File: config.mk
export PLATFORM = sky130hd
export DESIGN_NAME = template_text_lexer
export DESIGN_NICKNAME = d
export VERILOG_FILES = /design/src/rtl/ttl_pkg.sv /design/src/rtl/ttl_front.sv /design/src/rtl/ttl_back.sv /design/src/rtl/ttl_outq.sv /design/src/rtl/template_text_lexer.sv
export SDC_FILE = /design/constraint.sdc
export NUM_CORES = 1
export LEC_CHECK = 0
export BUFFER_PORTS_ARGS = -buffer_cell sky130_fd_sc_hd__buf_2
export CORE_MARGIN = 5
export CORE_UTILIZATION = 59
export CTS_CLUSTER_DIAMETER = 120
export DETAILED_ROUTE_END_ITERATION = 6
export PLACE_DENSITY = 0.78
export SLEW_MARGIN = 40
export SYNTH_ARGS = -nofsm -noshare
export SYNTH_HDL_FRONTEND = slang
export SYNTH_SLANG_ARGS = --single-unit
File: constraint.sdc
create_clock -name i_clk -period 6 [get_ports i_clk]
set_input_delay 0 -clock i_clk [delete_from_list [all_inputs] [get_ports i_clk]]
set_output_delay 0 -clock i_clk [all_outputs]
set_load 0.02 [all_outputs]
File: src/rtl/ttl_pkg.sv
// Shared types, constants and character tables for the template text lexer.
`timescale 1ns / 1ps
package ttl_pkg;

    localparam int unsigned IQ_DEPTH = 2;
    localparam int unsigned IQ_AW    = $clog2(IQ_DEPTH);
    localparam int unsigned IQ_CW    = $clog2(IQ_DEPTH + 1);
    localparam int unsigned OQ_DEPTH = 4;
    localparam int unsigned OQ_AW    = $clog2(OQ_DEPTH);
    localparam int unsigned OQ_CW    = $clog2(OQ_DEPTH + 1);

    localparam int unsigned APB_AW = 3;
    localparam int unsigned REG_AW = APB_AW - 2;
    localparam logic [REG_AW-1:0] REG_SIGN_CHAR = '0;

    localparam logic [7:0] SIGN_RESET = 8'd35;
    localparam logic [7:0] CH_HASH    = 8'h23;
    localparam logic [7:0] CH_SLASH   = 8'h2f;
    localparam logic [7:0] CH_COLON   = 8'h3a;
    localparam logic [7:0] CH_NL      = 8'h0a;
    localparam logic [7:0] CH_QUOTE   = 8'h22;
    localparam logic [7:0] CH_BSLASH  = 8'h5c;

    typedef enum logic [3:0] {
        K_WORD  = 4'd0,
        K_STRING = 4'd1,
        K_LABEL = 4'd2,
        K_SIGN  = 4'd3,
        K_STOP  = 4'd4,
        K_START = 4'd5,
        K_STOB  = 4'd6,
        K_STARB = 4'd7,
        K_END   = 4'd8
    } t_kind;

    typedef enum logic [3:0] {
        M_IDLE    = 4'd0,
        M_SLASH   = 4'd1,
        M_COMMENT = 4'd2,
        M_WORD    = 4'd3,
        M_STRING  = 4'd4,
        M_ESCAPE  = 4'd5,
        M_LABEL   = 4'd6,
        M_MATCH   = 4'd7,
        M_SWALLOW = 4'd8,
        M_STOPPED = 4'd9
    } t_mode;

    typedef enum logic [1:0] {
        S_RUN    = 2'd0,
        S_REPLAY = 2'd1,
        S_END    = 2'd2
    } t_seq;

    typedef struct packed {
        logic alnum;
        logic alpha;
    } t_cls;

    typedef struct packed {
        logic       flush;
        logic [7:0] ch;
        t_cls       cls;
    } t_word;

    typedef struct packed {
        logic  avail;
        t_word word;
    } t_head;

    typedef struct packed {
        logic [7:0] ch;
        t_kind      kind;
        logic       last;
        logic       empty;
    } t_res;

    function automatic t_cls classify(input logic [7:0] b);
        t_cls c;
        c.alpha = ((b >= 8'h41) && (b <= 8'h5a)) || ((b >= 8'h61) && (b <= 8'h7a));
        c.alnum = c.alpha || ((b >= 8'h30) && (b <= 8'h39));
        return c;
    endfunction

    function automatic logic [3:0] dir_len(input logic [1:0] br);
        return br[0] ? 4'd10 : 4'd9;
    endfunction

    // length of the shared prefix of two directives
    function automatic logic [3:0] dir_common(input logic [1:0] a, input logic [1:0] b);
        logic [3:0] n;
        if (a == b) begin
            n = dir_len(a);
        end else if ((a[0] == b[0]) && a[0]) begin
            n = 4'd9;
        end else if (a[0] == b[0]) begin
            n = 4'd8;
        end else begin
            n = 4'd7;
        end
        return n;
    endfunction

    function automatic logic [7:0] dir_char(input logic [1:0] br, input logic [3:0] idx);
        logic [7:0] c;
        unique case (idx)
            4'd0: c = CH_HASH;
            4'd1: c = 8'h63;
            4'd2: c = 8'h78;
            4'd3: c = 8'h79;
            4'd4: c = 8'h20;
            4'd5: c = 8'h73;
            4'd6: c = 8'h74;
            4'd7: c = br[0] ? 8'h61 : 8'h6f;
            4'd8: begin
                unique case (br)
                    2'd0: c = 8'h70;
                    2'd2: c = 8'h62;
                    default: c = 8'h72;
                endcase
            end
            4'd9: begin
                unique case (br)
                    2'd1: c = 8'h74;
                    2'd3: c = 8'h62;
                    default: c = 8'h00;
                endcase
            end
            default: c = 8'h00;
        endcase
        return c;
    endfunction

endpackage

File: src/rtl/ttl_front.sv
// Input queue: accepts text words and classifies each byte on entry.
`timescale 1ns / 1ps
module ttl_front (
    input  logic            i_clk,
    input  logic            i_rst_n,
    input  logic            i_push,
    input  logic            i_action,
    input  logic [7:0]      i_text_byte,
    output logic            o_full,
    input  logic            i_pop,
    output ttl_pkg::t_head  o_head
);
    import ttl_pkg::*;

    t_word              r_mem [IQ_DEPTH];
    logic [IQ_AW-1:0]   r_wp;
    logic [IQ_AW-1:0]   r_rp;
    logic [IQ_CW-1:0]   r_cnt;
    logic               w_wr;
    logic               w_rd;
    t_word              w_in;

    assign o_full = (r_cnt == IQ_CW'(IQ_DEPTH));
    assign w_wr   = i_push && !o_full;
    assign w_rd   = i_pop && (r_cnt != '0);

    always_comb begin
        w_in.flush = i_action;
        w_in.ch    = i_text_byte;
        w_in.cls   = classify(i_text_byte);
    end

    assign o_head.avail = (r_cnt != '0);
    assign o_head.word  = r_mem[r_rp];

    always_ff @(posedge i_clk) begin
        if (!i_rst_n) begin
            r_wp  <= '0;
            r_rp  <= '0;
            r_cnt <= '0;
        end else begin
            if (w_wr) begin
                r_wp <= r_wp + 1'b1;
            end
            if (w_rd) begin
                r_rp <= r_rp + 1'b1;
            end
            if (w_wr && !w_rd) begin
                r_cnt <= r_cnt + 1'b1;
            end else if (!w_wr && w_rd) begin
                r_cnt <= r_cnt - 1'b1;
            end
        end
    end

    always_ff @(posedge i_clk) begin
        if (w_wr) begin
            r_mem[r_wp] <= w_in;
        end
    end

endmodule

File: src/rtl/ttl_back.sv
// Lexer engine: runs the token state machine, directive match and replay.
`timescale 1ns / 1ps
module ttl_back (
    input  logic            i_clk,
    input  logic            i_rst_n,
    input  logic [7:0]      i_sign_char,
    input  ttl_pkg::t_head  i_head,
    output logic            o_pop,
    output logic            o_wr,
    output ttl_pkg::t_res   o_res,
    input  logic            i_oq_full
);
    import ttl_pkg::*;

    t_seq       r_seq,          n_seq;
    t_mode      r_mode,         n_mode;
    logic [3:0] r_match_count,  n_match_count;
    logic [1:0] r_match_branch, n_match_branch;
    logic [7:0] r_held_char,    n_held_char;
    t_kind      r_held_kind,    n_held_kind;
    logic       r_held_valid,   n_held_valid;
    logic [3:0] r_rep_idx,      n_rep_idx;

    logic [7:0] w_b;
    t_cls       w_cls;
    logic       w_idle_go;
    t_mode      p_mode;
    t_kind      p_kind;
    logic [7:0] p_char;
    logic       p_valid;
    logic [3:0] p_cnt;
    logic [1:0] p_br;
    logic       p_emit;
    t_res       p_res;
    logic       m_hit;
    logic [1:0] m_j;
    logic       m_done;
    t_res       w_sign_res;
    t_res       w_end_res;
    t_res       w_close_res;

    assign w_b   = (r_seq == S_REPLAY) ? dir_char(r_match_branch, r_rep_idx)
                                       : i_head.word.ch;
    assign w_cls = (r_seq == S_REPLAY) ? classify(w_b) : i_head.word.cls;

    assign w_sign_res  = '{ch: CH_HASH, kind: K_SIGN, last: 1'b1, empty: 1'b0};
    assign w_end_res   = '{ch: 8'h00, kind: K_END, last: 1'b1, empty: 1'b1};

    always_comb begin
        if (r_held_valid) begin
            w_close_res = '{ch: r_held_char, kind: r_held_kind, last: 1'b1, empty: 1'b0};
        end else begin
            w_close_res = '{ch: 8'h00, kind: r_held_kind, last: 1'b1, empty: 1'b1};
        end
    end

    // one byte through every mode but an open directive match
    always_comb begin
        p_mode    = r_mode;
        p_kind    = r_held_kind;
        p_char    = r_held_char;
        p_valid   = r_held_valid;
        p_cnt     = r_match_count;
        p_br      = r_match_branch;
        p_emit    = 1'b0;
        p_res     = w_sign_res;
        w_idle_go = 1'b0;
        unique case (r_mode)
            M_SLASH: begin
                if (w_b == CH_SLASH) begin
                    p_mode = M_COMMENT;
                end else begin
                    p_emit    = (i_sign_char == CH_SLASH);
                    w_idle_go = 1'b1;
                end
            end
            M_COMMENT: begin
                w_idle_go = (w_b == CH_NL);
            end
            M_WORD, M_LABEL: begin
                if ((r_mode == M_WORD) ? w_cls.alnum : w_cls.alpha) begin
                    p_emit  = r_held_valid;
                    p_res   = '{ch: r_held_char, kind: r_held_kind, last: 1'b0, empty: 1'b0};
                    p_char  = w_b;
                    p_valid = 1'b1;
                end else begin
                    p_emit  = 1'b1;
                    p_res   = w_close_res;
                    p_valid = 1'b0;
                    p_mode  = M_IDLE;
                end
            end
            M_STRING, M_ESCAPE: begin
                if ((r_mode == M_STRING) && (w_b == CH_QUOTE)) begin
                    p_emit  = 1'b1;
                    p_res   = w_close_res;
                    p_valid = 1'b0;
                    p_mode  = M_IDLE;
                end else begin
                    p_emit  = r_held_valid;
                    p_res   = '{ch: r_held_char, kind: r_held_kind, last: 1'b0, empty: 1'b0};
                    p_char  = w_b;
                    p_valid = 1'b1;
                    p_mode  = ((r_mode == M_STRING) && (w_b == CH_BSLASH)) ? M_ESCAPE
                                                                          : M_STRING;
                end
            end
            M_SWALLOW: begin
                p_mode = M_IDLE;
            end
            M_STOPPED: begin
                p_mode = M_STOPPED;
            end
            default: begin
                w_idle_go = 1'b1;
            end
        endcase
        if (w_idle_go) begin
            p_mode = M_IDLE;
            priority if (w_b == CH_SLASH) begin
                p_mode = M_SLASH;
            end else if (w_cls.alnum) begin
                p_kind  = K_WORD;
                p_mode  = M_WORD;
                p_char  = w_b;
                p_valid = 1'b1;
            end else if (w_b == CH_QUOTE) begin
                p_kind  = K_STRING;
                p_mode  = M_STRING;
                p_valid = 1'b0;
            end else if (w_b == i_sign_char) begin
                if (w_b == CH_HASH) begin
                    p_mode = M_MATCH;
                    p_cnt  = 4'd1;
                    p_br   = 2'd0;
                end else begin
                    p_emit = 1'b1;
                    p_res  = w_sign_res;
                end
            end else if (w_b == CH_COLON) begin
                p_kind  = K_LABEL;
                p_mode  = M_LABEL;
                p_char  = w_b;
                p_valid = 1'b1;
            end else begin
                p_mode = M_IDLE;
            end
        end
    end

    // first directive that extends the current prefix with this byte
    always_comb begin
        m_hit = 1'b0;
        m_j   = 2'd0;
        for (int j = 3; j >= 0; j--) begin
            if ((r_match_count < dir_len(2'(j))) &&
                (r_match_count <= dir_common(2'(j), r_match_branch)) &&
                (dir_char(2'(j), r_match_count) == i_head.word.ch)) begin
                m_hit = 1'b1;
                m_j   = 2'(j);
            end
        end
        m_done = ((r_match_count + 4'd1) == dir_len(m_j));
    end

    always_comb begin
        n_seq          = r_seq;
        n_mode         = r_mode;
        n_match_count  = r_match_count;
        n_match_branch = r_match_branch;
        n_held_char    = r_held_char;
        n_held_kind    = r_held_kind;
        n_held_valid   = r_held_valid;
        n_rep_idx      = r_rep_idx;
        o_pop          = 1'b0;
        o_wr           = 1'b0;
        o_res          = w_end_res;
        unique case (r_seq)
            S_RUN: begin
                if (i_head.avail && !i_oq_full) begin
                    if ((r_mode == M_MATCH) && (i_head.word.flush || !m_hit)) begin
                        o_wr      = 1'b1;
                        o_res     = w_sign_res;
                        n_mode    = M_IDLE;
                        n_rep_idx = 4'd1;
                        n_seq     = S_REPLAY;
                    end else if (r_mode == M_MATCH) begin
                        o_pop = 1'b1;
                        if (m_done) begin
                            o_wr           = 1'b1;
                            o_res          = '{ch: CH_HASH,
                                               kind: t_kind'(4'(K_STOP) + {2'b00, m_j}),
                                               last: 1'b1, empty: 1'b0};
                            n_mode         = (m_j == 2'd0) ? M_STOPPED : M_SWALLOW;
                            n_match_count  = 4'd0;
                            n_match_branch = 2'd0;
                        end else begin
                            n_match_count  = r_match_count + 4'd1;
                            n_match_branch = m_j;
                        end
                    end else if (i_head.word.flush) begin
                        if ((r_mode == M_SLASH) && (i_sign_char == CH_SLASH)) begin
                            o_wr  = 1'b1;
                            o_res = w_sign_res;
                            n_seq = S_END;
                        end else if ((r_mode == M_WORD) || (r_mode == M_LABEL) ||
                                     (r_mode == M_STRING) || (r_mode == M_ESCAPE)) begin
                            o_wr  = 1'b1;
                            o_res = w_close_res;
                            n_seq = S_END;
                        end else begin
                            o_wr           = 1'b1;
                            o_res          = w_end_res;
                            o_pop          = 1'b1;
                            n_mode         = M_IDLE;
                            n_match_count  = 4'd0;
                            n_match_branch = 2'd0;
                            n_held_char    = 8'h00;
                            n_held_kind    = K_WORD;
                            n_held_valid   = 1'b0;
                        end
                    end else begin
                        o_pop          = 1'b1;
                        o_wr           = p_emit;
                        o_res          = p_res;
                        n_mode         = p_mode;
                        n_match_count  = p_cnt;
                        n_match_branch = p_br;
                        n_held_char    = p_char;
                        n_held_kind    = p_kind;
                        n_held_valid   = p_valid;
                    end
                end
            end
            S_REPLAY: begin
                if (!i_oq_full) begin
                    if (r_rep_idx < r_match_count) begin
                        o_wr           = p_emit;
                        o_res          = p_res;
                        n_mode         = p_mode;
                        n_match_count  = p_cnt;
                        n_match_branch = p_br;
                        n_held_char    = p_char;
                        n_held_kind    = p_kind;
                        n_held_valid   = p_valid;
                        n_rep_idx      = r_rep_idx + 4'd1;
                    end else begin
                        n_seq = S_RUN;
                    end
                end
            end
            default: begin
                if (!i_oq_full) begin
                    o_wr           = 1'b1;
                    o_res          = w_end_res;
                    o_pop          = 1'b1;
                    n_seq          = S_RUN;
                    n_mode         = M_IDLE;
                    n_match_count  = 4'd0;
                    n_match_branch = 2'd0;
                    n_held_char    = 8'h00;
                    n_held_kind    = K_WORD;
                    n_held_valid   = 1'b0;
                end
            end
        endcase
    end

    always_ff @(posedge i_clk) begin
        if (!i_rst_n) begin
            r_seq          <= S_RUN;
            r_mode         <= M_IDLE;
            r_match_count  <= 4'd0;
            r_match_branch <= 2'd0;
            r_held_char    <= 8'h00;
            r_held_kind    <= K_WORD;
            r_held_valid   <= 1'b0;
            r_rep_idx      <= 4'd0;
        end else begin
            r_seq          <= n_seq;
            r_mode         <= n_mode;
            r_match_count  <= n_match_count;
            r_match_branch <= n_match_branch;
            r_held_char    <= n_held_char;
            r_held_kind    <= n_held_kind;
            r_held_valid   <= n_held_valid;
            r_rep_idx      <= n_rep_idx;
        end
    end

endmodule

File: src/rtl/ttl_outq.sv
// Result queue between the lexer engine and the result port.
`timescale 1ns / 1ps
module ttl_outq (
    input  logic            i_clk,
    input  logic            i_rst_n,
    input  logic            i_wr,
    input  ttl_pkg::t_res   i_res,
    output logic            o_full,
    input  logic            i_pop,
    output logic            o_empty,
    output ttl_pkg::t_res   o_res
);
    import ttl_pkg::*;

    t_res               r_mem [OQ_DEPTH];
    logic [OQ_AW-1:0]   r_wp;
    logic [OQ_AW-1:0]   r_rp;
    logic [OQ_CW-1:0]   r_cnt;
    logic               w_wr;
    logic               w_rd;

    assign o_full  = (r_cnt == OQ_CW'(OQ_DEPTH));
    assign o_empty = (r_cnt == '0);
    assign o_res   = r_mem[r_rp];
    assign w_wr    = i_wr && !o_full;
    assign w_rd    = i_pop && !o_empty;

    always_ff @(posedge i_clk) begin
        if (!i_rst_n) begin
            r_wp  <= '0;
            r_rp  <= '0;
            r_cnt <= '0;
        end else begin
            if (w_wr) begin
                r_wp <= r_wp + 1'b1;
            end
            if (w_rd) begin
                r_rp <= r_rp + 1'b1;
            end
            if (w_wr && !w_rd) begin
                r_cnt <= r_cnt + 1'b1;
            end else if (!w_wr && w_rd) begin
                r_cnt <= r_cnt - 1'b1;
            end
        end
    end

    always_ff @(posedge i_clk) begin
        if (w_wr) begin
            r_mem[r_wp] <= i_res;
        end
    end

endmodule

File: src/rtl/template_text_lexer.sv
// Top level of the template text lexer: queues, lexer engine and register port.
//
// Usage:
//   Input words (i_action, i_text_byte) enter on push while full is low; one
//   word is a text byte or, with i_action high, an end-of-text flush.
//   Result words (o_token_char, o_token_kind, o_token_last, o_token_empty)
//   wait while empty is low and leave on pop. Each token is a run of words,
//   the last one marked; a flush ends with one end word.
//   A byte is held in the input queue and its result in the result queue.
//   Throughput: one byte per cycle while the result queue has room and no
//   replay or token-closing flush runs, set by the engine taking one queued
//   word per cycle. A failed directive match emits the sign, relexes the
//   prefix, then the held byte; a closing flush emits its close word first.
//   The result queue holds four words; when it fills because pop stays low,
//   the engine holds and the two-word input queue fills and raises full.
//   sign_char lies at byte address 0 of the APB port; the user must write it
//   only while the block is idle, which the block itself does not enforce.
//   Reset (synchronous, active low) empties both queues, returns the lexer
//   to idle and sets sign_char to '#'.
`timescale 1ns / 1ps
module template_text_lexer (
    input  logic                       i_clk,
    input  logic                       i_rst_n,
    input  logic                       push,
    output logic                       full,
    input  logic                       i_action,
    input  logic [7:0]                 i_text_byte,
    output logic                       empty,
    input  logic                       pop,
    output logic [7:0]                 o_token_char,
    output logic [3:0]                 o_token_kind,
    output logic                       o_token_last,
    output logic                       o_token_empty,
    input  logic                       psel,
    input  logic                       penable,
    input  logic                       pwrite,
    input  logic [ttl_pkg::APB_AW-1:0] paddr,
    input  logic [31:0]                pwdata,
    output logic [31:0]                prdata,
    output logic                       pready
);
    import ttl_pkg::*;

    logic [7:0] r_sign_char;
    logic       w_cfg_wr;
    logic       w_sel_sign;
    t_head      w_head;
    logic       w_pop;
    logic       w_wr;
    t_res       w_res;
    logic       w_oq_full;
    t_res       w_out;

    assign pready     = 1'b1;
    assign w_sel_sign = (paddr[APB_AW-1:2] == REG_SIGN_CHAR);
    assign w_cfg_wr   = psel && penable && pwrite && pready && w_sel_sign;
    assign prdata     = w_sel_sign ? {24'h000000, r_sign_char} : 32'h00000000;

    always_ff @(posedge i_clk) begin
        if (!i_rst_n) begin
            r_sign_char <= SIGN_RESET;
        end else if (w_cfg_wr) begin
            r_sign_char <= pwdata[7:0];
        end
    end

    ttl_front u_front (
        .i_clk       (i_clk),
        .i_rst_n     (i_rst_n),
        .i_push      (push),
        .i_action    (i_action),
        .i_text_byte (i_text_byte),
        .o_full      (full),
        .i_pop       (w_pop),
        .o_head      (w_head)
    );

    ttl_back u_back (
        .i_clk       (i_clk),
        .i_rst_n     (i_rst_n),
        .i_sign_char (r_sign_char),
        .i_head      (w_head),
        .o_pop       (w_pop),
        .o_wr        (w_wr),
        .o_res       (w_res),
        .i_oq_full   (w_oq_full)
    );

    ttl_outq u_outq (
        .i_clk   (i_clk),
        .i_rst_n (i_rst_n),
        .i_wr    (w_wr),
        .i_res   (w_res),
        .o_full  (w_oq_full),
        .i_pop   (pop),
        .o_empty (empty),
        .o_res   (w_out)
    );

    assign o_token_char  = w_out.ch;
    assign o_token_kind  = w_out.kind;
    assign o_token_last  = w_out.last;
    assign o_token_empty = w_out.empty;

endmodule

# Word-level counts from Yosys, hierarchy flattened
# Memory sizes are Yosys's and may differ from the RTL's. A register that Yosys moved wholly into a read port is not among the register bits.
# Cells that the tools add are included.
[word_totals]
regBits = 48
ram_bits = 78
n_memories = 2
[op_classes]
addsub = 11
magnitude_cmp = 19
n_eq_ne = 67
n_mux = 207
bitwise_logic = 1
reduce_logical = 65
[memory_table]
columns = ["memory", "words", "word_bits", "rd", "rd_ports_with_merged_regs", "wr", "line_no", "text"]
rows = [
  ["u_outq.r_mem", 4, 14, 1, 1, 1, "ttl_outq.sv:15", "t_res r_mem [OQ_DEPTH];"],
  ["u_front.r_mem", 2, 11, 1, 1, 1, "ttl_front.sv:15", "t_word r_mem [IQ_DEPTH];"],
]
[ops]
columns = ["op", "n"]
rows = [
  ["two-way mux 14 bit", 17],
  ["two-way mux 4 bit", 54],
  ["case mux 7 bit (9 select lines)", 3],
  ["two-way mux 8 bit", 19],
  ["case mux 8 bit (10 select lines)", 1],
  ["case mux 7 bit (10 select lines)", 1],
  ["two-way mux 2 bit", 34],
  ["case mux 14 bit (2 select lines)", 2],
  ["two-way mux 1 bit", 54],
  ["equality test 4 x 3 -> 1 bit, second input constant", 12],
  ["equality test 8 x 6 -> 1 bit, second input constant", 5],
  ["equality test 7 x 8 -> 1 bit", 4],
  ["greater-or-equal comparator 8 x 7 -> 1 bit, second input constant", 4],
  ["<= comparator 8 x 7 -> 1 bit, second input constant", 4],
  ["case mux 4 bit (2 select lines)", 4],
  ["case mux 8 bit (2 select lines)", 2],
  ["logical AND 1 bit", 30],
  ["equality test 4 x 2 -> 1 bit, second input constant", 6],
  ["equality test 4 bit, second input constant", 6],
  ["AND reduction 7 bit", 3],
  ["case mux 4 bit (5 select lines)", 1],
  ["greater-or-equal comparator 8 x 6 -> 1 bit, second input constant", 2],
  ["<= comparator 4 bit", 4],
  ["<= comparator 8 x 6 -> 1 bit, second input constant", 2],
  ["45 further kinds", 96],
]

# Depth between registers and ports, before layout
[logic_depth]
word_depth = 28
mapped_depth = 20

# Cells and area by module
# From an unflattened synthesis, not the netlist that was laid out.
[unflattened]
cells_unflattened = 838
hier_area_um2 = 8315.5
[modules_own_cells]
columns = ["mod", "instances", "cells_each", "area_each_um2", "seq_area_each_um2"]
rows = [
  ["ttl_back", 1, 576, 4097.7, 580.6],
  ["ttl_outq", 1, 121, 2522.4, 1861.8],
  ["ttl_front", 1, 71, 1089.8, 760.7],
  ["template_text_lexer", 1, 70, 605.6, 160.2],
]

# Least setup slack after synthesis
# No wires, ideal clock.
[synth_path]
path_type = "flip-flop to flip-flop"
startpoint = "register u_back.r_match_count[1]"
endpoint = "register u_outq.r_cnt[2]"
arrival_ps = 4352
path_slack_ps = 1578
stages_incl_launch_ff = 18
path_cell_list = "dfxtp_1 > inv_1 > ha_1 > nor4_4 > a21oi_1 > or4_4 > a2111oi_4 > nor2_2 > o311a_4 > o211ai_2 > nand2_1 > a31oi_4 > ha_1 > inv_1 > fa_1 > xor2_1 > or3_1 > a21oi_1"
[synth_between]
elab_chain_len = 19
word_cells_on_any_way = 61
cone_classes = "add/sub: 1; order compare: 7; eq/ne: 14; mux: 21; reduce/logical: 18"
[synth_lines]
columns = ["element", "line_no", "text"]
rows = [
  ["from (decl)", "ttl_back.sv:17", "logic [3:0] r_match_count, n_match_count;"],
  ["from (signal assigned)", "ttl_back.sv:282", "r_match_count <= n_match_count;"],
  ["equality test 4 bit (tied with other cells)", "ttl_pkg.sv:106", "unique case (idx)"],
  ["case mux 7 bit (10 select lines)", "ttl_pkg.sv:106", ""],
  ["equality test 7 x 8 -> 1 bit", "ttl_back.sv:158", "(dir_char(2'(j), r_match_count) == i_head.word.ch)) begin"],
  ["logical AND 1 bit", "ttl_back.sv:157", "(r_match_count <= dir_common(2'(j), r_match_branch)) &&"],
  ["two-way mux 2 bit (4 in series)", "ttl_back.sv:156", "if ((r_match_count < dir_len(2'(j))) &&"],
  ["two-way mux 2 bit", "ttl_pkg.sv:86", "return br[0] ? 4'd10 : 4'd9;"],
  ["equality test 4 bit", "ttl_back.sv:163", "m_done = ((r_match_count + 4'd1) == dir_len(m_j));"],
  ["two-way mux 1 bit", "ttl_back.sv:189", "if (m_done) begin"],
  ["two-way mux 1 bit", "ttl_back.sv:187", "end else if (r_mode == M_MATCH) begin"],
  ["two-way mux 1 bit", "ttl_back.sv:181", "if ((r_mode == M_MATCH) && (i_head.word.flush || !m_hit)) begin"],
  ["two-way mux 1 bit", "ttl_back.sv:180", "if (i_head.avail && !i_oq_full) begin"],
  ["case mux 1 bit (2 select lines) *", "ttl_back.sv:178", "unique case (r_seq)"],
  ["logical AND 1 bit *", "ttl_outq.sv:25", "assign w_wr = i_wr && !o_full;"],
  ["via u_outq.w_wr", "ttl_outq.sv:19", "logic w_wr;"],
  ["zero test 1 bit", "ttl_outq.sv:42", "end else if (!w_wr && w_rd) begin"],
  ["logical AND 1 bit", "ttl_outq.sv:42", ""],
  ["nonzero test 2 bit (no source line)", "n/a", ""],
  ["to (signal assigned)", "ttl_outq.sv:41", "r_cnt <= r_cnt + 1'b1;"],
  ["to (signal assigned)", "ttl_outq.sv:43", "r_cnt <= r_cnt - 1'b1;"],
  ["to (decl)", "ttl_outq.sv:18", "logic [OQ_CW-1:0] r_cnt;"],
]
# Mark *: on every way through the listed nets, which the timed path passes. The rest lies on a longest branch.
# A chain may end at the register's enable or synchronous reset.

# Worst setup path in the final report
[layout_path]
startpoint = "register u_back.r_rep_idx[1]"
endpoint = "register u_outq.r_cnt[2]"
[layout_between]
elab_chain_len = 26
word_cells_on_any_way = 57
cone_classes = "order compare: 7; eq/ne: 14; mux: 24; reduce/logical: 12"
[layout_lines]
columns = ["element", "line_no", "text"]
rows = [
  ["from (decl)", "ttl_back.sv:22", "logic [3:0] r_rep_idx, n_rep_idx;"],
  ["from (signal assigned)", "ttl_back.sv:287", "r_rep_idx <= n_rep_idx;"],
  ["equality test 4 bit (tied with other cells)", "ttl_pkg.sv:106", ""],
  ["case mux 8 bit (10 select lines)", "ttl_pkg.sv:106", ""],
  ["two-way mux 8 bit", "ttl_back.sv:42", "assign w_b = (r_seq == S_REPLAY) ? dir_char(r_match_branch, r_rep_idx)"],
  ["greater-or-equal comparator 8 x 7 -> 1 bit or <= comparator 8 x 7 -> 1 bit (tied branches)", "ttl_pkg.sv:80", "c.alpha = ((b >= 8'h41) && (b <= 8'h5a)) || ((b >= 8'h61) && (b <= 8'h7a));"],
  ["logical AND 1 bit", "ttl_pkg.sv:80", ""],
  ["logical OR 1 bit", "ttl_pkg.sv:80", ""],
  ["logical OR 1 bit", "ttl_pkg.sv:81", "c.alnum = c.alpha || ((b >= 8'h30) && (b <= 8'h39));"],
  ["two-way mux 2 bit", "ttl_back.sv:44", "assign w_cls = (r_seq == S_REPLAY) ? classify(w_b) : i_head.word.cls;"],
  ["[11 not listed]", "n/a", ""],
  ["two-way mux 1 bit", "ttl_back.sv:181", ""],
  ["two-way mux 1 bit", "ttl_back.sv:180", ""],
  ["case mux 1 bit (2 select lines) *", "ttl_back.sv:178", ""],
  ["logical AND 1 bit *", "ttl_outq.sv:25", ""],
  ["via u_outq.w_wr", "ttl_outq.sv:19", ""],
  ["zero test 1 bit", "ttl_outq.sv:42", ""],
  ["logical AND 1 bit", "ttl_outq.sv:42", ""],
  ["nonzero test 2 bit (no source line)", "n/a", ""],
]
# Marked as above.

==> impl_metrics.csv <==
group,metric,value,unit
critical_path,cpPeakStageDelay,680,ps
cts,cts_buffers,17,
logic_synthesis,ys_ff_latch,129,
logic_synthesis,ys_types,97,
floorplanning,start_util,60.2,%
global_route,grt_antenna_before_repair,0,
logic_synthesis,synthFlopType,"edfxtp_1",
pwr,p_leak,3.36,nW
global_route,grt_first_pass_wirelength,33.2,mm
critical_path,critPathSlowestCell,"a221oi_2",
floorplanning,die-area,16700,sq um
place,placed_cells,1048,
route,drc,0,
logic_synthesis,ys_top_cells_by_area,"edfxtp_1 (28%), dfxtp_1 (12%), ha_1 (4.6%), mux4_2 (4.0%), a21oi_1 (3.2%)",
cts,insertion_delay,420,ps
pwr,max-vdd-ir-drop,217,uV
floorplanning,pin_count,100,
pwr,clockPowerShare,28.7,%
floorplanning,core_region_area,13900,sq um
critical_path,cp-end-kind,"register",
run_status,outcome,"finished clean",
place,pre_cts_slack,924,ps
finish,diodes,0,
logic_synthesis,yosys_warnings,0,
route,wl_per_cell,18.6,microns
critical_path,critPathKind,"reg -> reg",
logic_synthesis,synthCells,855,
critical_path,crit_path_start_kind,"register",
pwr,p_total,3.45,mW
critical_path,worstPathArrival,5590,ps
logic_synthesis,synth_top_cells_by_count,"edfxtp_1 (78), nor2_1 (72), nand2_1 (67), a21oi_1 (54), dfxtp_1 (51)",
logic_synthesis,yosysTopAreaCellShare,27.9,%
cts,clk_pin_slew_worst_paths,60,ps
route,ant_nets,0,
logic_synthesis,synth-edff-count,78,
logic_synthesis,synth_seq_area_share,40.1,%
logic_synthesis,yosysMostFrequentCell,"edfxtp_1",
critical_path,path_cells,"inv_1, ha_1, o21bai_1, a221oi_2, a32oi_1, xnor2_1, nor4_1, nand2_1, nor4_4, o31ai_1, a31oi_4, ha_1, inv_1, fa_1, xor2_1, or3_1, a21oi_1",
cts,postCtsSetupBuffers,0,
global_route,overflow,0,
pwr,switching_power,1.26,mW
timing,tightest_slew,812,ps
critical_path,path_buf_inv,2,
timing,slew_headroom,44.4,%
timing,slew_viol_final,0,
timing,fin_crit_sh,87.4,%
finish,layout-drive-gt1-share,16.7,%
logic_synthesis,avgSynthCellArea,9.81,sq um
finish,syn_to_final_growth,12.1,%
finish,stdcell_count,1101,
timing,fmax,0.191,GHz
route,dr.pass1.iters,6,
global_route,first_global_vias,6446,
logic_synthesis,async_flop_share,0,%
cts,htree_levels,4,
pwr,comb_power_share,36.0,%
pwr,power_density,368,nW/um^2
place,hpwlAfterDp,14.6,mm
cts,cts_max_path_buffers,2,
floorplanning,die_w,129,microns
pwr,switching_share,36.3,%
floorplanning,die-height,129,microns
critical_path,path_delay_family,"compound AO/OA/AOI/OAI gates",
timing,fin_worst_skew,12.7,ps
route,drt_wl_total,20.5,mm
global_route,track_usage,25.4,%
cts,cts_tree,"yes",
timing,rsz0062_at_grt,"false",
timing,fin_crit,5250,ps
finish,final_nets,992,
timing,timing.final.ws_setup,754,ps
logic_synthesis,yosysTopAreaCell,"edfxtp_1",
route,num_vias,6773,
hold_path,hp-class,"in -> reg",
cts,cts_num_sinks,129,
place,gp_congestion,0.957,
route,initialDrtViolationCount,691,
place,port_buffers,48,
route,vias_per_cell,6.15,
timing,finalHoldViolCount,0,
timing,tns,0,ps
cts,root_buffer,"clkbuf_16",
logic_synthesis,synth_area,8380,sq um
critical_path,cp.required,6350,ps
floorplanning,rows,43,
pwr,p_seq_share,35.3,%
global_route,grt_max_degree,30,
critical_path,crit_path_max_fanout,12,
job,maxCapViolCount,0,
pwr,internal_power,2.20,mW
timing,final-setup-viol-count,0,
==> worst paths after layout <==
check / startpoint / end / slack, ps / cells after the start
max: u_back.r_rep_idx[1] / u_outq.r_cnt[2] / 750 / 17
min: i_rst_n / u_back.r_held_kind[0] / 50 / 2
max reg2reg: u_back.r_rep_idx[1] / u_outq.r_cnt[2] / 750 / 17
min reg2reg: u_back.r_held_kind[2] / u_back.r_held_kind[2] / 460 / 1
==> metal layers <==
| layer | routed length (microns) | part of all wire (%) | track usage [%] | up-vias |
|---|---|---|---|---|
| met2 | 9800 | 48 | 42.3 | 301 |
| met3 | 1550 | 7.5 | 5.28 | 37 |
| li1 | - | - | - | 3231 |
| met5 | 0 | 0 | 0 | - |
| met4 | 530 | 2.6 | 8.52 | 0 |
| met1 | 8640 | 42 | 33.3 | 3204 |
==> logic make-up (layout without fill, tap and decap cells) <==
| group | after synthesis | count (layout) | synth area share [%] |
|---|---|---|---|
| AOI/OAI and AO/OA | 227 | 227 | 19.4 |
| muxes | 36 | 36 | 6.97 |
| buffers and inverters | 101 | 144 | 6.33 |
| DFF | 129 | 129 | 40.1 |
| xor gates and xnor gates | 24 | 24 | 2.51 |
| other | 2 | 25 | 0.0896 |
| adders and majority gates | 32 | 32 | 4.86 |
| and+or+nand+nor | 304 | 304 | 19.7 |
==> layout make-up <==
type                            count  area [sq um]
Multi-Input combinational cell    648          4590
Fill cell                        1038          4540
Sequential cell                   129          3360
Timing Repair Buffer               76           505
Clock buffer                       19           433
Tap cell                          180           225
Inverter                           37           139
Clock inverter                     12           135
==> stage by stage <==
stage | area (sq um) | hold slack, ps | util, %
after floorplan | 8470 | 98.9 | -
after global placement | 8590 | 190 | 61.6
after detailed placement | 8600 | 194 | 61.7
after CTS | 9390 | 16.3 | 67.4
after global routing | 9400 | 38.9 | 67.4
final | 9400 | 49.1 | 67.4
==> power by group through the flow <==
stage / clock, mW / combinational, mW / sequential, mW
2_1_floorplan: 0 / 0.996 / 1.16
3_3_place_gp: 0 / 1.19 / 1.24
3_5_place_dp: 0 / 1.21 / 1.24
4_1_cts: 0.998 / 1.22 / 1.22
5_1_grt: 1.05 / 1.35 / 1.24
6_report: 0.992 / 1.24 / 1.22
==> state kept, by name, indices dropped and copies added (netlist names), 3 cells and up, named ones only <==
signal,flops
u_back.r_mode,4
u_outq.r_cnt,3
u_back.r_match_count,4
u_front.r_mem,22
u_back.r_held_kind,4
u_back.r_rep_idx,4
r_sign_char,8
u_back.r_held_char,8
u_outq.r_mem,56
==> layout by cell type, fill, tap and decap left out, drive strengths merged, types with 19 or more instances in the layout <==
cell and instances:
o21ai 54, and2 26, clkbuf 19, dfxtp 51, buf 54, a21oi 56
nand2 67, conb 25, nand2b 19, inv 39, nor2 73, edfxtp 78
ha 31, dlygate4sd3 22
==> what timing repair did <==
action | 4_1_cts | 5_1_grt
gates resized for setup | 0 | 0
hold buffers | 22 | 0
hold endpoints to repair | 34 | 0
Note: power is estimated with default switching activity, not from simulation.
